<file path="src/utf8_hiragana_to_katakana_assert.svh">
// Assertion macros used by the converter back end (clock i_clk, reset i_rst_n).
`ifndef UTF8_HIRAGANA_TO_KATAKANA_ASSERT_SVH
`define UTF8_HIRAGANA_TO_KATAKANA_ASSERT_SVH

// Condition holds at every edge out of reset.
`define UHK_ASSERT_ALWAYS(lbl, cond) \
    lbl: assert property (@(posedge i_clk) disable iff (!i_rst_n) (cond)) \
        else $error("assertion failed");

// Consequent holds in the same cycle as the antecedent.
`define UHK_ASSERT_IMPLY(lbl, ante, cons) \
    lbl: assert property (@(posedge i_clk) disable iff (!i_rst_n) (ante) |-> (cons)) \
        else $error("assertion failed");

// Consequent holds in the cycle after the antecedent.
`define UHK_ASSERT_NEXT(lbl, ante, cons) \
    lbl: assert property (@(posedge i_clk) disable iff (!i_rst_n) (ante) |=> (cons)) \
        else $error("assertion failed");

`endif

</file>
<file path="src/uhk_pkg.sv">
// Shared types and constants of the hiragana-to-katakana UTF-8 converter.
package uhk_pkg;

    localparam int QDEPTH_DEF = 4;

    localparam logic [15:0] HIRA_FIRST  = 16'h3041;
    localparam logic [15:0] HIRA_LAST   = 16'h3096;
    localparam logic [15:0] KATA_OFFSET = 16'h0060;

    localparam logic [7:0] LEAD2_MASK = 8'hE0;
    localparam logic [7:0] LEAD2_VAL  = 8'hC0;
    localparam logic [7:0] LEAD3_MASK = 8'hF0;
    localparam logic [7:0] LEAD3_VAL  = 8'hE0;
    localparam logic [7:0] CONT_BASE  = 8'h80;

    localparam logic [1:0] RUN_ONE   = 2'd1;
    localparam logic [1:0] RUN_TWO   = 2'd2;
    localparam logic [1:0] RUN_THREE = 2'd3;

    // One step's worth of output: up to three bytes sent in order.
    typedef struct packed {
        logic [7:0] b0;
        logic [7:0] b1;
        logic [7:0] b2;
        logic [1:0] cnt;
        logic       text_end;
    } t_run;

    typedef struct packed {
        logic full;
        logic empty;
    } t_q_status;

endpackage

</file>
<file path="src/utf8_hiragana_to_katakana.sv">
// Top level of the hiragana-to-katakana UTF-8 byte stream converter.
//
// Input channel: one text byte per beat (i_in_byte, i_in_last marks the final
// byte of the text), i_in_valid / o_in_stall. Output channel: one byte per
// beat (o_out_byte), o_out_run_last on the last byte caused by one input beat,
// o_out_text_end on the last byte of the text, o_out_valid / i_out_stall.
// Hiragana U+3041..U+3096 come out as katakana; every other byte is passed
// through, so output byte count equals input byte count.
// Throughput: one byte per cycle in and out, sustained while i_out_stall is
// low. Lead bytes are held (no output) and the group comes out once complete.
// The run of a beat that completes a group goes from the front into the run
// queue and from there into the output run register, whose bytes then leave
// in order.
// A stalled receiver holds the output run register; the run queue (QDEPTH
// runs) keeps absorbing input until full, then o_in_stall rises.
// Reset (synchronous, active low) drops pending lead bytes, empties the queue
// and clears the output valid.
module utf8_hiragana_to_katakana
    import uhk_pkg::*;
#(
    parameter int QDEPTH = QDEPTH_DEF
) (
    input  logic       i_clk,
    input  logic       i_rst_n,
    input  logic       i_in_valid,
    input  logic [7:0] i_in_byte,
    input  logic       i_in_last,
    output logic       o_in_stall,
    output logic       o_out_valid,
    input  logic       i_out_stall,
    output logic [7:0] o_out_byte,
    output logic       o_out_run_last,
    output logic       o_out_text_end
);

    t_q_status q_status;
    t_run      push_run;
    t_run      head;
    logic      push;
    logic      pop;

    // classification and code point conversion
    uhk_front u_front (
        .i_clk      (i_clk),
        .i_rst_n    (i_rst_n),
        .i_in_valid (i_in_valid),
        .i_in_byte  (i_in_byte),
        .i_in_last  (i_in_last),
        .i_q_status (q_status),
        .o_in_stall (o_in_stall),
        .o_push     (push),
        .o_push_run (push_run)
    );

    // decouples the two sides; one entry per producing input beat
    uhk_queue #(
        .DEPTH (QDEPTH)
    ) u_queue (
        .i_clk      (i_clk),
        .i_rst_n    (i_rst_n),
        .i_push     (push),
        .i_push_run (push_run),
        .i_pop      (pop),
        .o_head     (head),
        .o_status   (q_status)
    );

    // byte serializer with output register
    uhk_back u_back (
        .i_clk          (i_clk),
        .i_rst_n        (i_rst_n),
        .i_head         (head),
        .i_q_status     (q_status),
        .i_out_stall    (i_out_stall),
        .o_pop          (pop),
        .o_out_valid    (o_out_valid),
        .o_out_byte     (o_out_byte),
        .o_out_run_last (o_out_run_last),
        .o_out_text_end (o_out_text_end)
    );

endmodule

</file>
<file path="src/uhk_front.sv">
// Front end: takes input beats, tracks pending lead bytes, builds output runs.
module uhk_front
    import uhk_pkg::*;
(
    input  logic       i_clk,
    input  logic       i_rst_n,
    input  logic       i_in_valid,
    input  logic [7:0] i_in_byte,
    input  logic       i_in_last,
    input  t_q_status  i_q_status,
    output logic       o_in_stall,
    output logic       o_push,
    output t_run       o_push_run
);

    logic [7:0] r_held0, n_held0;
    logic [7:0] r_held1, n_held1;
    logic [1:0] r_cnt, n_cnt;
    logic       r_three, n_three;

    logic        acc;
    logic        lead2;
    logic        lead3;
    logic        produce;
    logic [15:0] cp;
    logic [15:0] cp_kata;
    t_run        run;

    assign o_in_stall = i_q_status.full;
    assign acc        = i_in_valid && !o_in_stall;

    assign lead2   = (i_in_byte & LEAD2_MASK) == LEAD2_VAL;
    assign lead3   = (i_in_byte & LEAD3_MASK) == LEAD3_VAL;
    assign cp      = {r_held0[3:0], r_held1[5:0], i_in_byte[5:0]};
    assign cp_kata = cp + KATA_OFFSET;

    always_comb begin
        n_held0  = r_held0;
        n_held1  = r_held1;
        n_cnt    = r_cnt;
        n_three  = r_three;
        produce  = 1'b0;
        run      = '0;
        run.text_end = i_in_last;
        if (r_cnt == 2'd0) begin
            if ((lead2 || lead3) && !i_in_last) begin
                n_held0 = i_in_byte;
                n_cnt   = 2'd1;
                n_three = lead3;
            end else begin
                produce = 1'b1;
                run.b0  = i_in_byte;
                run.cnt = RUN_ONE;
            end
        end else if (!r_three) begin
            // two-byte group: copied as is
            produce = 1'b1;
            run.b0  = r_held0;
            run.b1  = i_in_byte;
            run.cnt = RUN_TWO;
            n_cnt   = 2'd0;
        end else if (r_cnt == 2'd1) begin
            if (i_in_last) begin
                // three-byte group cut short by end of text
                produce = 1'b1;
                run.b0  = r_held0;
                run.b1  = i_in_byte;
                run.cnt = RUN_TWO;
                n_cnt   = 2'd0;
                n_three = 1'b0;
            end else begin
                n_held1 = i_in_byte;
                n_cnt   = 2'd2;
            end
        end else begin
            produce = 1'b1;
            run.cnt = RUN_THREE;
            if (cp >= HIRA_FIRST && cp <= HIRA_LAST) begin
                run.b0 = LEAD3_VAL | {4'd0, cp_kata[15:12]};
                run.b1 = CONT_BASE | {2'd0, cp_kata[11:6]};
                run.b2 = CONT_BASE | {2'd0, cp_kata[5:0]};
            end else begin
                run.b0 = r_held0;
                run.b1 = r_held1;
                run.b2 = i_in_byte;
            end
            n_cnt   = 2'd0;
            n_three = 1'b0;
        end
    end

    assign o_push     = acc && produce;
    assign o_push_run = run;

    always_ff @(posedge i_clk) begin
        if (!i_rst_n) begin
            r_cnt   <= 2'd0;
            r_three <= 1'b0;
        end else if (acc) begin
            r_cnt   <= n_cnt;
            r_three <= n_three;
        end
    end

    always_ff @(posedge i_clk) begin
        if (acc) begin
            r_held0 <= n_held0;
            r_held1 <= n_held1;
        end
    end

endmodule

</file>
<file path="src/uhk_queue.sv">
// Run queue between front and back end.
module uhk_queue
    import uhk_pkg::*;
#(
    parameter int DEPTH = QDEPTH_DEF
) (
    input  logic      i_clk,
    input  logic      i_rst_n,
    input  logic      i_push,
    input  t_run      i_push_run,
    input  logic      i_pop,
    output t_run      o_head,
    output t_q_status o_status
);

    localparam int PW = $clog2(DEPTH);
    localparam int CW = $clog2(DEPTH + 1);

    t_run          r_mem [DEPTH];
    logic [PW-1:0] r_wr, r_rd;
    logic [CW-1:0] r_count;

    logic do_push;
    logic do_pop;

    assign o_status.full  = r_count == CW'(DEPTH);
    assign o_status.empty = r_count == '0;
    assign do_push = i_push && !o_status.full;
    assign do_pop  = i_pop && !o_status.empty;
    assign o_head  = r_mem[r_rd];

    always_ff @(posedge i_clk) begin
        if (do_push) begin
            r_mem[r_wr] <= i_push_run;
        end
    end

    always_ff @(posedge i_clk) begin
        if (!i_rst_n) begin
            r_wr    <= '0;
            r_rd    <= '0;
            r_count <= '0;
        end else begin
            if (do_push) begin
                r_wr <= (r_wr == PW'(DEPTH - 1)) ? '0 : r_wr + 1'b1;
            end
            if (do_pop) begin
                r_rd <= (r_rd == PW'(DEPTH - 1)) ? '0 : r_rd + 1'b1;
            end
            if (do_push && !do_pop) begin
                r_count <= r_count + 1'b1;
            end else if (do_pop && !do_push) begin
                r_count <= r_count - 1'b1;
            end
        end
    end

endmodule

</file>
<file path="src/uhk_back.sv">
// Back end: serializes queued runs into output beats, one byte per beat.
module uhk_back
    import uhk_pkg::*;
(
    input  logic       i_clk,
    input  logic       i_rst_n,
    input  t_run       i_head,
    input  t_q_status  i_q_status,
    input  logic       i_out_stall,
    output logic       o_pop,
    output logic       o_out_valid,
    output logic [7:0] o_out_byte,
    output logic       o_out_run_last,
    output logic       o_out_text_end
);

`include "utf8_hiragana_to_katakana_assert.svh"

    logic       r_busy;
    t_run       r_run;
    logic [1:0] r_idx;

    logic run_last;
    logic beat;
    logic done;

    assign run_last = r_idx == (r_run.cnt - 2'd1);
    assign beat     = r_busy && !i_out_stall;
    assign done     = beat && run_last;
    // reload in the cycle the last byte leaves, so runs follow without a gap
    assign o_pop    = !i_q_status.empty && (!r_busy || done);

    always_comb begin
        case (r_idx)
            2'd0:    o_out_byte = r_run.b0;
            2'd1:    o_out_byte = r_run.b1;
            default: o_out_byte = r_run.b2;
        endcase
    end

    assign o_out_valid    = r_busy;
    assign o_out_run_last = run_last;
    assign o_out_text_end = run_last && r_run.text_end;

    always_ff @(posedge i_clk) begin
        if (!i_rst_n) begin
            r_busy <= 1'b0;
            r_idx  <= 2'd0;
        end else if (o_pop) begin
            r_busy <= 1'b1;
            r_idx  <= 2'd0;
        end else if (done) begin
            r_busy <= 1'b0;
        end else if (beat) begin
            r_idx <= r_idx + 2'd1;
        end
    end

    always_ff @(posedge i_clk) begin
        if (o_pop) begin
            r_run <= i_head;
        end
    end

    `UHK_ASSERT_IMPLY(a_run_nonempty, r_busy, r_run.cnt != 2'd0)
    `UHK_ASSERT_IMPLY(a_idx_in_run, r_busy, r_idx < r_run.cnt)
    `UHK_ASSERT_NEXT(a_seamless_reload, done && !i_q_status.empty, r_busy && r_idx == 2'd0)

endmodule
</file>
<file path="config.mk">
export PLATFORM = sky130hd
export DESIGN_NAME = utf8_hiragana_to_katakana
export DESIGN_NICKNAME = d
export VERILOG_FILES = /design/src/uhk_pkg.sv /design/src/utf8_hiragana_to_katakana.sv /design/src/uhk_front.sv /design/src/uhk_queue.sv /design/src/uhk_back.sv
export VERILOG_INCLUDE_DIRS = /design/src /design/src/src
export SDC_FILE = /design/constraint.sdc
export NUM_CORES = 1
export LEC_CHECK = 0
export BUFFER_PORTS_ARGS = -buffer_cell sky130_fd_sc_hd__buf_2
export CAP_MARGIN = 20
export CORE_ASPECT_RATIO = 0.6
export CORE_MARGIN = 3
export CORE_UTILIZATION = 40
export DETAILED_ROUTE_END_ITERATION = 8
export GPL_TIMING_DRIVEN = 0
export HOLD_SLACK_MARGIN = 0.06
export PLACE_DENSITY = 0.62
export SYNTH_ARGS = -nofsm -noshare
export SYNTH_HDL_FRONTEND = slang
export SYNTH_SLANG_ARGS = --single-unit
</file>
<file path="constraint.sdc">
create_clock -name i_clk -period 7.1 [get_ports i_clk]
set_input_delay 0.355 -clock i_clk [delete_from_list [all_inputs] [get_ports i_clk]]
set_output_delay 0.355 -clock i_clk [all_outputs]
set_load 0.005 [all_outputs]
</file>
==> flow_metrics.env, run 1 <==
export IMPL_synth_area_leaders="edfxtp_1, mux4_2, dfxtp_1, nand2_1, ha_1"
export IMPL_post_cts_buffers=0
export IMPL_p_leak_nw=2.64
export IMPL_placementRows=35
export IMPL_cap_violations=0
export IMPL_pre_cts_ws_ns=4.49
export IMPL_cts_inserted_buffers=17
export IMPL_worstMarginPinSlew_ns=0.848
export IMPL_syn_to_final_growth_pct=15.8
export IMPL_post_cts_resized=0
export IMPL_drtIter0Drc=413
export IMPL_first_pass_iters=5
export IMPL_crit_path_start_kind="flip-flop"
export IMPL_synth_area_sq_um=6670
export IMPL_synthArstFlopShare_pct=0
export IMPL_antenna_left=0
export IMPL_synth_avg_cell_area_sq_um=17.3
export IMPL_power_density_nw_per_um2=370
export IMPL_clockBufferDepth=2
export IMPL_globalplace_congestion=0.855
export IMPL_antenna_cells=0
export IMPL_drc=0
export IMPL_dp_hpwl_um=8870
export IMPL_crit_path_max_fanout=9
export IMPL_clock_sinks=164
export IMPL_synth_edf_count=151
export IMPL_grt_pass1_vias=3584
export IMPL_die_w_um=173
export IMPL_fin_crit_ns=2.73
export IMPL_skew_ns=0.0141
export IMPL_fin_crit_sh_pct=38.5
export IMPL_required_ns=6.74
export IMPL_setup_violations_final=0
export IMPL_dieArea_sq_um=18300
export IMPL_hp_class="input pin to flip-flop"
export IMPL_arrival_ns=2.38
export IMPL_synth_cell_type_count=53
export IMPL_portBuffers=24
export IMPL_syn_inst=385
export IMPL_ir_drop_v=0.000137
export IMPL_ys_warnings_count=0
export IMPL_grt_pass1_wl_um=21100
export IMPL_gr_total_overflow=0
export IMPL_critical_path_class="flip-flop to output pin"
export IMPL_cts_max_level=4
export IMPL_slew_headroom_pct=42.9
export IMPL_n_fill_cell=1323
export IMPL_finalHoldViolCount=0
export IMPL_drv_slew=0
export IMPL_vias=3521
export IMPL_setup_ws_ns=4.37
export IMPL_grt_usage_pct=15.6
export IMPL_status="finished clean"
export IMPL_drt_total_wl_um=13500
export IMPL_final_nets=453
export IMPL_cts_root_buf="clkbuf_16"
export IMPL_drive_above_1_share_pct=24.8
export IMPL_clk_pin_slew_worst_paths_ns=0.07
export IMPL_grt_max_degree=28
export IMPL_antenna_found_initial=0
export IMPL_start_util_pct=42.2
export IMPL_cp_end_kind="output pin"
export IMPL_num_io_pins=25
export IMPL_core_area_sq_um=15800
export IMPL_max_freq_mhz=366
export IMPL_yosys_area_top_type="edfxtp_1"
export IMPL_grt_use_met2_pct=22.3
export IMPL_setup_tns_final_ns=0
export IMPL_synth_nets=408
export IMPL_wl_per_cell_um=20.3
export IMPL_synth_ff_type="edfxtp_1"
export IMPL_busiest_layer="met1"
export IMPL_ys_seq_elements=164
export IMPL_clock_latency_ns=0.42
export IMPL_seq_area_frac_synth_pct=71.9
export IMPL_dieHeight_um=106
export IMPL_grt_use_met1_pct=22.9
export IMPL_met3_usage_pct=4.93
export IMPL_via_per_inst=5.29
export IMPL_tritoncts="built"
export IMPL_rsz0062_at_grt="false"
export IMPL_cts_hold_fix_buffers=0
export IMPL_synth_top_area_share_pct=68.0
routing by layer:
metal	up-vias	wire length, um
met1	1791	6610
met2	110	5660
li1	1604	-
met4	0	146
met3	16	1090
met5	-	0
cell type report:
class | instances | area (sq um) | area share (%)
flip-flops and latches | 164 | 4790 | 62.0
multi-input cells | 194 | 1750 | 22.6
clock buffers | 18 | 429 | 5.55
well taps | 222 | 278 | 3.59
repair buffers | 26 | 155 | 2.01
clock inverters | 14 | 190 | 2.46
inverters | 12 | 45.0 | 0.583
plain buffers | 15 | 88.8 | 1.15
kinds of logic after synthesis:
group                    after synthesis  synth area share, %
adder cells (fa/ha/maj)               11                 2.14
XOR/XNOR                               4                0.525
AO/OA/AOI/OAI                         55                 5.98
multiplexers                          36                 10.6
AND/OR/NAND/NOR                       88                 6.90
buffers and inverters                 27                 2.01
flip-flops                           164                 71.9
synth_stat cells, types with 3 or more instances:
cell	number
xnor2_1	3
nand2b_1	6
a21bo_2	3
a22o_1	4
nor2_1	10
clkbuf_1	7
dfxtp_1	13
and3_1	7
inv_1	11
mux4_2	27
and2_1	6
nor2b_1	5
a21oi_1	8
a21boi_0	4
ha_1	9
edfxtp_1	151
nand3_1	5
mux2i_1	6
o21ai_0	13
a22oi_1	11
nand2_1	33
buf_2	4
power breakdown:
part           internal [mW]  switching (mW)
Combinational          0.271           0.329
Sequential              1.25          0.0481
Clock                  0.567           0.387
sequential cells by signal (all words and copies together), names as in the netlist:
name                cells
u_queue.r_rd            2
u_queue.r_mem         108
u_front.r_held0         8
u_back.r_run           27
u_front.r_three         1
u_front.r_cnt           2
u_back.r_idx            2
u_front.r_held1         8
u_queue.r_count         3
u_back.o_out_valid      1
u_queue.r_wr            2
cells in the final DEF, fill, tap and decap left out, drive strengths merged, types with 4 or more instances in the layout:
cell type	instances
a21boi	4
a21oi	8
a22o	4
a22oi	11
and2	6
and3	7
buf	32
clkbuf	27
dfxtp	13
edfxtp	151
ha	9
inv	20
mux2i	6
mux4	27
nand2	33
nand2b	6
nand3	5
nor2	10
nor2b	5
o21ai	14
stage by stage:
step / instance area [sq um] / hold WS [ns] / cells / util [%] / total power, mW
6_report: 7730 / 0.227 / 665 / 48.9 / 2.86
5_1_grt: 7730 / 0.224 / 665 / 48.9 / 3.00
4_1_cts: 7700 / 0.212 / 664 / 48.7 / 2.87
3_5_place_dp: 7080 / 0.518 / 632 / 44.8 / 1.92
3_3_place_gp: 7070 / 0.503 / 631 / 44.7 / 1.90
2_1_floorplan: 6670 / 0.454 / 385 / - / 1.71
final timing paths:
kind | startpoint | to | slack, ns | cells past startpoint
hold / removal | i_in_byte[7] | u_front.r_held1[7]$_DFFE_PP_ | 0.23 | 1
hold reg to reg | u_queue.r_count[2]$_SDFFE_PN0P_ | u_queue.r_count[2]$_SDFFE_PN0P_ | 0.53 | 2
setup / recovery | u_back.r_idx[0]$_SDFFE_PP0P_ | o_out_byte[4] | 4.37 | 7
setup reg to reg | u_front.r_held1[4]$_DFFE_PP_ | u_queue.r_mem[3][18]$_DFFE_PP_ | 4.47 | 5
critical path: stages, from the launching register on:
cell and delay (ns):
dfxtp_1 0.41, inv_1 0.06, ha_1 0.19, clkbuf_1 0.27
nor2_1 0.64, a22oi_1 0.15, nand2_1 0.12, buf_2 0.11
(Power assumes the default switching activity.)
==> run 2, diff against run 1 <==
clock period = 2.55 ns   (was 7.1 ns; I/O delays follow)
==> run 2 against run 1 <==
  * Design area grew 1.6%
  * Non-clock buffer count grew 11
  * Total power grew to 2.8 times the previous value
  * Cell count grew 1.7%
  * First-iteration DRC count grew 7.5%
  * Critical path depth grew 3
  * Clock power grew to 2.8 times the previous value
  * Routed wire length grew 0.58%
  * Via count grew 1.4%
  * Critical endpoint is now u_queue.r_count[2]$_SDFFE_PN0P_
  * Largest cell class unchanged
==> flow_metrics.env, run 2 (same netlist as run 1, synthesis figures left out) <==
export IMPL_pre_cts_ws_ns=-0.0650
export IMPL_crit_path_max_fanout=4
export IMPL_drtIter0Drc=444
export IMPL_p_switching_mw=2.15
export IMPL_via_per_inst=5.28
export IMPL_r2r_slack_ns=0.16
export IMPL_p_comb_share_pct=21.0
export IMPL_critical_path_top_delay_family="adder cells"
export IMPL_dp_hpwl_um=8870
export IMPL_status="finished clean"
export IMPL_clk_pin_slew_worst_paths_ns=0.07
export IMPL_grt_max_degree=28
export IMPL_seq_power_share_pct=45.6
export IMPL_cts_max_level=4
export IMPL_worst_path_largest_cell_delay_ns=0.41
export IMPL_drive_above_1_share_pct=26.7
export IMPL_p_leak_nw=2.68
export IMPL_setup_violations_final=0
export IMPL_hp_class="input pin to flip-flop"
export IMPL_fin_crit_ns=2.39
export IMPL_cp_end_kind="flip-flop"
export IMPL_crit_path_start_kind="flip-flop"
export IMPL_fin_crit_sh_pct=93.6
export IMPL_placementRows=35
export IMPL_portBuffers=24
export IMPL_worstReg2RegEnd="u_queue.r_count[2]$_SDFFE_PN0P_"
export IMPL_tritoncts="built"
export IMPL_report_power_total_mw=7.98
export IMPL_cap_violations=0
export IMPL_timing_rr_start="u_back.r_run[2]$_DFFE_PP_"
export IMPL_dieHeight_um=106
export IMPL_hp_start="i_out_stall"
export IMPL_wl_per_cell_um=20.1
export IMPL_max_freq_mhz=419
export IMPL_power_density_nw_per_um2=1020
export IMPL_setup_ws_ns=0.164
export IMPL_start_util_pct=42.2
export IMPL_antenna_found_initial=0
export IMPL_worstMarginPinSlew_ns=0.830
export IMPL_slew_headroom_pct=44.7
export IMPL_largest_reg_flops=108
export IMPL_grt_pass1_wl_um=21300
export IMPL_finalHoldViolCount=0
export IMPL_cts_inserted_buffers=17
export IMPL_final_nets=464
export IMPL_final_common_cell="edfxtp_1"
export IMPL_core_area_sq_um=15800
export IMPL_p_int_mw=5.83
export IMPL_die_w_um=173
export IMPL_drc=0
export IMPL_whs_path_depth=4
export IMPL_antenna_cells=0
export IMPL_antenna_left=0
export IMPL_arrival_ns=2.73
export IMPL_clock_sinks=164
export IMPL_cp_slowest_cell="edfxtp_1"
export IMPL_cts_root_buf="clkbuf_16"
export IMPL_p_clk_share_pct=33.4
export IMPL_grt_usage_pct=15.7
export IMPL_grt_pass1_vias=3642
export IMPL_drv_slew=0
export IMPL_rsz0062_at_grt="false"
export IMPL_cp_num_buf_inv=1
export IMPL_first_pass_iters=4
export IMPL_largest_register="u_queue.r_mem"
export IMPL_switching_share_pct=27.0
export IMPL_hold_worst_slack_ns=0.182
export IMPL_top_regs="u_queue.r_mem (108), u_back.r_run (27)"
export IMPL_ir_drop_v=0.000384
export IMPL_drt_total_wl_um=13600
export IMPL_whs_endpoint="u_back.o_out_valid$_SDFFE_PN0P_"
export IMPL_reg2reg_depth=10
export IMPL_syn_to_final_growth_pct=17.7
export IMPL_clock_latency_ns=0.42
export IMPL_globalplace_congestion=0.855
export IMPL_gr_total_overflow=0
export IMPL_required_ns=2.90
export IMPL_vias=3572
export IMPL_critical_path_class="flip-flop to flip-flop"
export IMPL_layout_common_cells="edfxtp_1, nand2_1, buf_2"
export IMPL_clockBufferDepth=2
export IMPL_num_io_pins=25
export IMPL_dieArea_sq_um=18300
export IMPL_skew_ns=0.0145
export IMPL_cp_cell_sequence="xnor2_2, mux2i_2, a21bo_2, nand2_4, ha_2, inv_1, fa_1, xor2_1, or3_1, a21boi_1"
-- run 2: changes by cell type in the layout (fill, tap and decap cells not counted), sizes merged --
cell and delta:
clkinvlp +1, buf +1, inv -1, dlygate4sd3 +10
-- run 2: worst min-delay path, cell delays in order --
cell and delay [ns]:
buf_2 0.09, inv_1 0.06, a21bo_2 0.18, a21boi_0 0.09
-- run 2: what timing repair did --
item / CTS / global route
hold buffers: 10 / 0
endpoints found under the hold margin: 24 / 0
setup buffers: 1 / 1
pin swaps: 1 / 1
setup endpoints to repair: 30 / 118
gates resized for setup: 4 / 10
-- run 2: power groups by stage --
| stage | Clock, mW | Sequential, mW | Combinational (mW) |
|---|---|---|---|
| 6_report | 2.67 | 3.64 | 1.68 |
| 5_1_grt | 2.82 | 3.68 | 1.85 |
| 4_1_cts | 2.70 | 3.64 | 1.68 |
| 3_5_place_dp | 0 | 3.70 | 1.64 |
| 3_3_place_gp | 0 | 3.69 | 1.60 |
| 2_1_floorplan | 0 | 3.65 | 1.11 |
-- run 2: area by class of cell --
cell class / instances / area (sq um)
inverters: 12 / 48.8
multi-input cells: 194 / 1780
clock inverters: 14 / 190
plain buffers: 15 / 88.8
clock buffers: 18 / 429
repair buffers: 37 / 243
flip-flops and latches: 164 / 4800
fillers: 1315 / 7950
well taps: 222 / 278
-- run 2: worst max path at each step --
stage	cells after the start	endpoint	slack (ns)	from
6_report	10	u_queue.r_count[2]$_SDFFE_PN0P_	0.16	u_back.r_run[2]$_DFFE_PP_
5_1_grt	10	u_queue.r_count[2]$_SDFFE_PN0P_	0.04	u_back.r_run[2]$_DFFE_PP_
4_1_cts	9	u_queue.r_count[2]$_SDFFE_PN0P_	0.05	u_queue.r_count[0]$_SDFFE_PN0P_
3_5_place_dp	5	u_back.r_run[8]$_DFFE_PP_	-0.06	u_back.r_run[2]$_DFFE_PP_
3_3_place_gp	4	u_queue.r_mem[1][9]$_DFFE_PP_	-0.38	u_queue.r_count[0]$_SDFFE_PN0P_
2_1_floorplan	10	u_queue.r_count[2]$_SDFFE_PN0P_	0.19	u_back.r_run[2]$_DFFE_PP_
-- run 2: per-stage QoR --
| step | utilization, % | instances | setup TNS, ns | cell area [sq um] |
|---|---|---|---|---|
| 6_report | 49.7 | 676 | 0 | 7860 |
| 3_5_place_dp | 44.8 | 632 | -1.73 | 7080 |
| 3_3_place_gp | 44.7 | 631 | -40.12 | 7070 |
| 5_1_grt | 49.7 | 676 | 0 | 7860 |
| 4_1_cts | 49.5 | 675 | 0 | 7830 |
| 2_1_floorplan | - | 385 | 0 | 6670 |
-- run 2: layer usage --
layer	part of all wire, %	wire length (um)	vias up	global-route usage, %
met5	0	0	-	0
met4	1.2	168	0	4.91
met3	8.3	1120	15	4.93
met2	42	5720	103	22.7
met1	48	6570	1824	22.9
li1	-	-	1630	-
==> run 3, diff against run 2 <==
CTS_BUF_LIST = sky130_fd_sc_hd__clkbuf_8   (was unset)
==> run 3 against run 2 <==
  * Design area is 2.5% lower
  * Core utilization is 1.3 points lower
  * Sequential share of layout area is 1.6 points higher
  * Sequential cell count stayed put
  * Via count is 0.11% higher
  * Clock skew hardly changed
  * Critical endpoint is now u_queue.r_mem[2][25]$_DFFE_PP_
  * Largest cell class unchanged
==> flow_metrics.env, run 3 (same netlist as run 1, synthesis figures left out) <==
export IMPL_status="finished clean"
export IMPL_report_power_total_mw=7.29
export IMPL_drv_slew=0
export IMPL_cts_max_level=4
export IMPL_slew_headroom_pct=44.5
export IMPL_wl_per_cell_um=20.1
export IMPL_seq_power_share_pct=49.8
export IMPL_clock_sinks=164
export IMPL_syn_to_final_growth_pct=14.8
export IMPL_vias=3576
export IMPL_arrival_ns=2.63
export IMPL_clock_latency_ns=0.44
export IMPL_hp_start="i_in_valid"
export IMPL_required_ns=2.70
export IMPL_power_density_nw_per_um2=952
export IMPL_via_per_inst=5.29
export IMPL_max_freq_mhz=403
export IMPL_fin_crit_sh_pct=97.2
export IMPL_num_io_pins=25
export IMPL_p_switching_mw=2.06
export IMPL_die_w_um=173
export IMPL_switching_share_pct=28.3
export IMPL_drive_above_1_share_pct=25.8
export IMPL_met3_wirelength_um=1010
export IMPL_drc=0
export IMPL_routed_top_layer="met4"
export IMPL_ir_drop_v=0.000319
export IMPL_antenna_left=0
export IMPL_layout_common_cells="edfxtp_1, nand2_1, buf_2"
export IMPL_first_pass_iters=5
export IMPL_timing_rr_start="u_front.r_held1[4]$_DFFE_PP_"
export IMPL_final_common_cell="edfxtp_1"
export IMPL_hold_worst_slack_ns=0.155
export IMPL_whs_path_depth=4
export IMPL_wl_met2_um=5780
export IMPL_dieArea_sq_um=18300
export IMPL_cap_violations=0
export IMPL_portBuffers=24
export IMPL_top_regs="u_queue.r_mem (108), u_back.r_run (27)"
export IMPL_fin_crit_ns=2.48
export IMPL_final_nets=463
export IMPL_cts_root_buf="clkbuf_8"
export IMPL_skew_ns=0.0145
export IMPL_rsz0062_at_grt="true"
export IMPL_cp_end_kind="flip-flop"
export IMPL_globalplace_congestion=0.855
export IMPL_clockBufferDepth=2
export IMPL_pre_cts_ws_ns=-0.0650
export IMPL_p_comb_share_pct=22.7
export IMPL_p_clk_share_pct=27.5
export IMPL_n_fill_cell=1338
export IMPL_tritoncts="built"
export IMPL_antenna_found_initial=0
export IMPL_instances_no_fill=676
export IMPL_grt_pass1_wl_um=21300
export IMPL_gr_total_overflow=0
export IMPL_clk_pin_slew_worst_paths_ns=0.09
export IMPL_grt_max_degree=28
export IMPL_finalHoldViolCount=0
export IMPL_placementRows=35
export IMPL_hp_class="input pin to flip-flop"
export IMPL_routedLengthMet1_um=6700
export IMPL_cts_inserted_buffers=17
export IMPL_largest_reg_flops=108
export IMPL_core_area_sq_um=15800
export IMPL_drt_total_wl_um=13600
export IMPL_crit_path_max_fanout=10
export IMPL_grt_usage_pct=15.6
export IMPL_ff_latch_area_sq_um=4800
export IMPL_worstReg2RegEnd="u_queue.r_mem[2][25]$_DFFE_PP_"
export IMPL_dp_hpwl_um=8870
export IMPL_setup_ws_ns=0.0708
export IMPL_r2r_slack_ns=0.07
export IMPL_dieHeight_um=106
export IMPL_dpl_instance_area_sq_um=7080
export IMPL_final_cell_area_sq_um=7660
export IMPL_drtIter0Drc=403
export IMPL_worstMarginPinSlew_ns=0.833
export IMPL_critical_path_class="flip-flop to flip-flop"
export IMPL_setup_violations_final=0
export IMPL_crit_path_start_kind="flip-flop"
export IMPL_dp_cells=632
export IMPL_p_leak_nw=2.59
export IMPL_whs_endpoint="u_front.r_cnt[0]$_SDFFE_PN0P_"
export IMPL_p_int_mw=5.23
export IMPL_start_util_pct=42.2
export IMPL_grt_pass1_vias=3633
export IMPL_largest_register="u_queue.r_mem"
export IMPL_multi_input_area_sq_um=1780
export IMPL_reg2reg_depth=5
## run 3: power by group through the flow
stage               logic, mW  registers, mW  clock network (mW)
floorplan                1.11           3.65                   0
finish                   1.65           3.63                2.01
CTS                      1.68           3.64                2.05
global route             1.83           3.68                2.16
detailed placement       1.64           3.70                   0
global placement         1.60           3.69                   0
## run 3: area by class of cell
class / instances / share of cell area, %
Tap cell: 222 / 3.63
Multi-Input combinational cell: 194 / 23.2
Sequential cell: 164 / 62.6
Buffer: 15 / 1.16
Clock inverter: 15 / 2.53
Antenna cell: 1 / 0.0327
Inverter: 12 / 0.637
Timing Repair Buffer: 36 / 3.07
Clock buffer: 17 / 3.06
## run 3: layer usage
| layer | vias up | GRT usage (%) |
|---|---|---|
| met5 | - | 0 |
| met4 | 0 | 3.87 |
| met3 | 14 | 4.14 |
| met2 | 131 | 22.8 |
| met1 | 1809 | 23.4 |
| li1 | 1622 | - |
## run 3: repair_timing
action	4_1_cts	5_1_grt
resized for setup	4	6
buffers inserted	1	0
setup endpoints to repair	36	118
hold buffers	10	0
pin swaps	1	1
hold endpoints to repair	24	0
## run 3: critical path: stages (launching register included)
cell and delay, ns:
edfxtp_1 0.43, nor4_2 0.43, nand4_1 0.28, a211o_1 0.31
buf_6 0.15, o21ai_0 0.58
## run 3: how the worst max path moves through the flow
| stage | startpoint | end | cells past startpoint |
|---|---|---|---|
| global placement | u_queue.r_count[0]$_SDFFE_PN0P_ | u_queue.r_mem[1][9]$_DFFE_PP_ | 4 |
| global route | u_back.r_run[2]$_DFFE_PP_ | u_queue.r_count[2]$_SDFFE_PN0P_ | 10 |
| detailed placement | u_back.r_run[2]$_DFFE_PP_ | u_back.r_run[8]$_DFFE_PP_ | 5 |
| finish | u_front.r_held1[4]$_DFFE_PP_ | u_queue.r_mem[2][25]$_DFFE_PP_ | 5 |
| floorplan | u_back.r_run[2]$_DFFE_PP_ | u_queue.r_count[2]$_SDFFE_PN0P_ | 10 |
| CTS | u_queue.r_count[0]$_SDFFE_PN0P_ | u_queue.r_count[2]$_SDFFE_PN0P_ | 9 |
## run 3: through the flow
stage,util [%],setup TNS (ns)
after floorplan,-,0
after global placement,44.7,-40.12
after detailed placement,44.8,-1.73
after CTS,48.3,0
after global routing,48.4,-0.0520
final,48.4,0
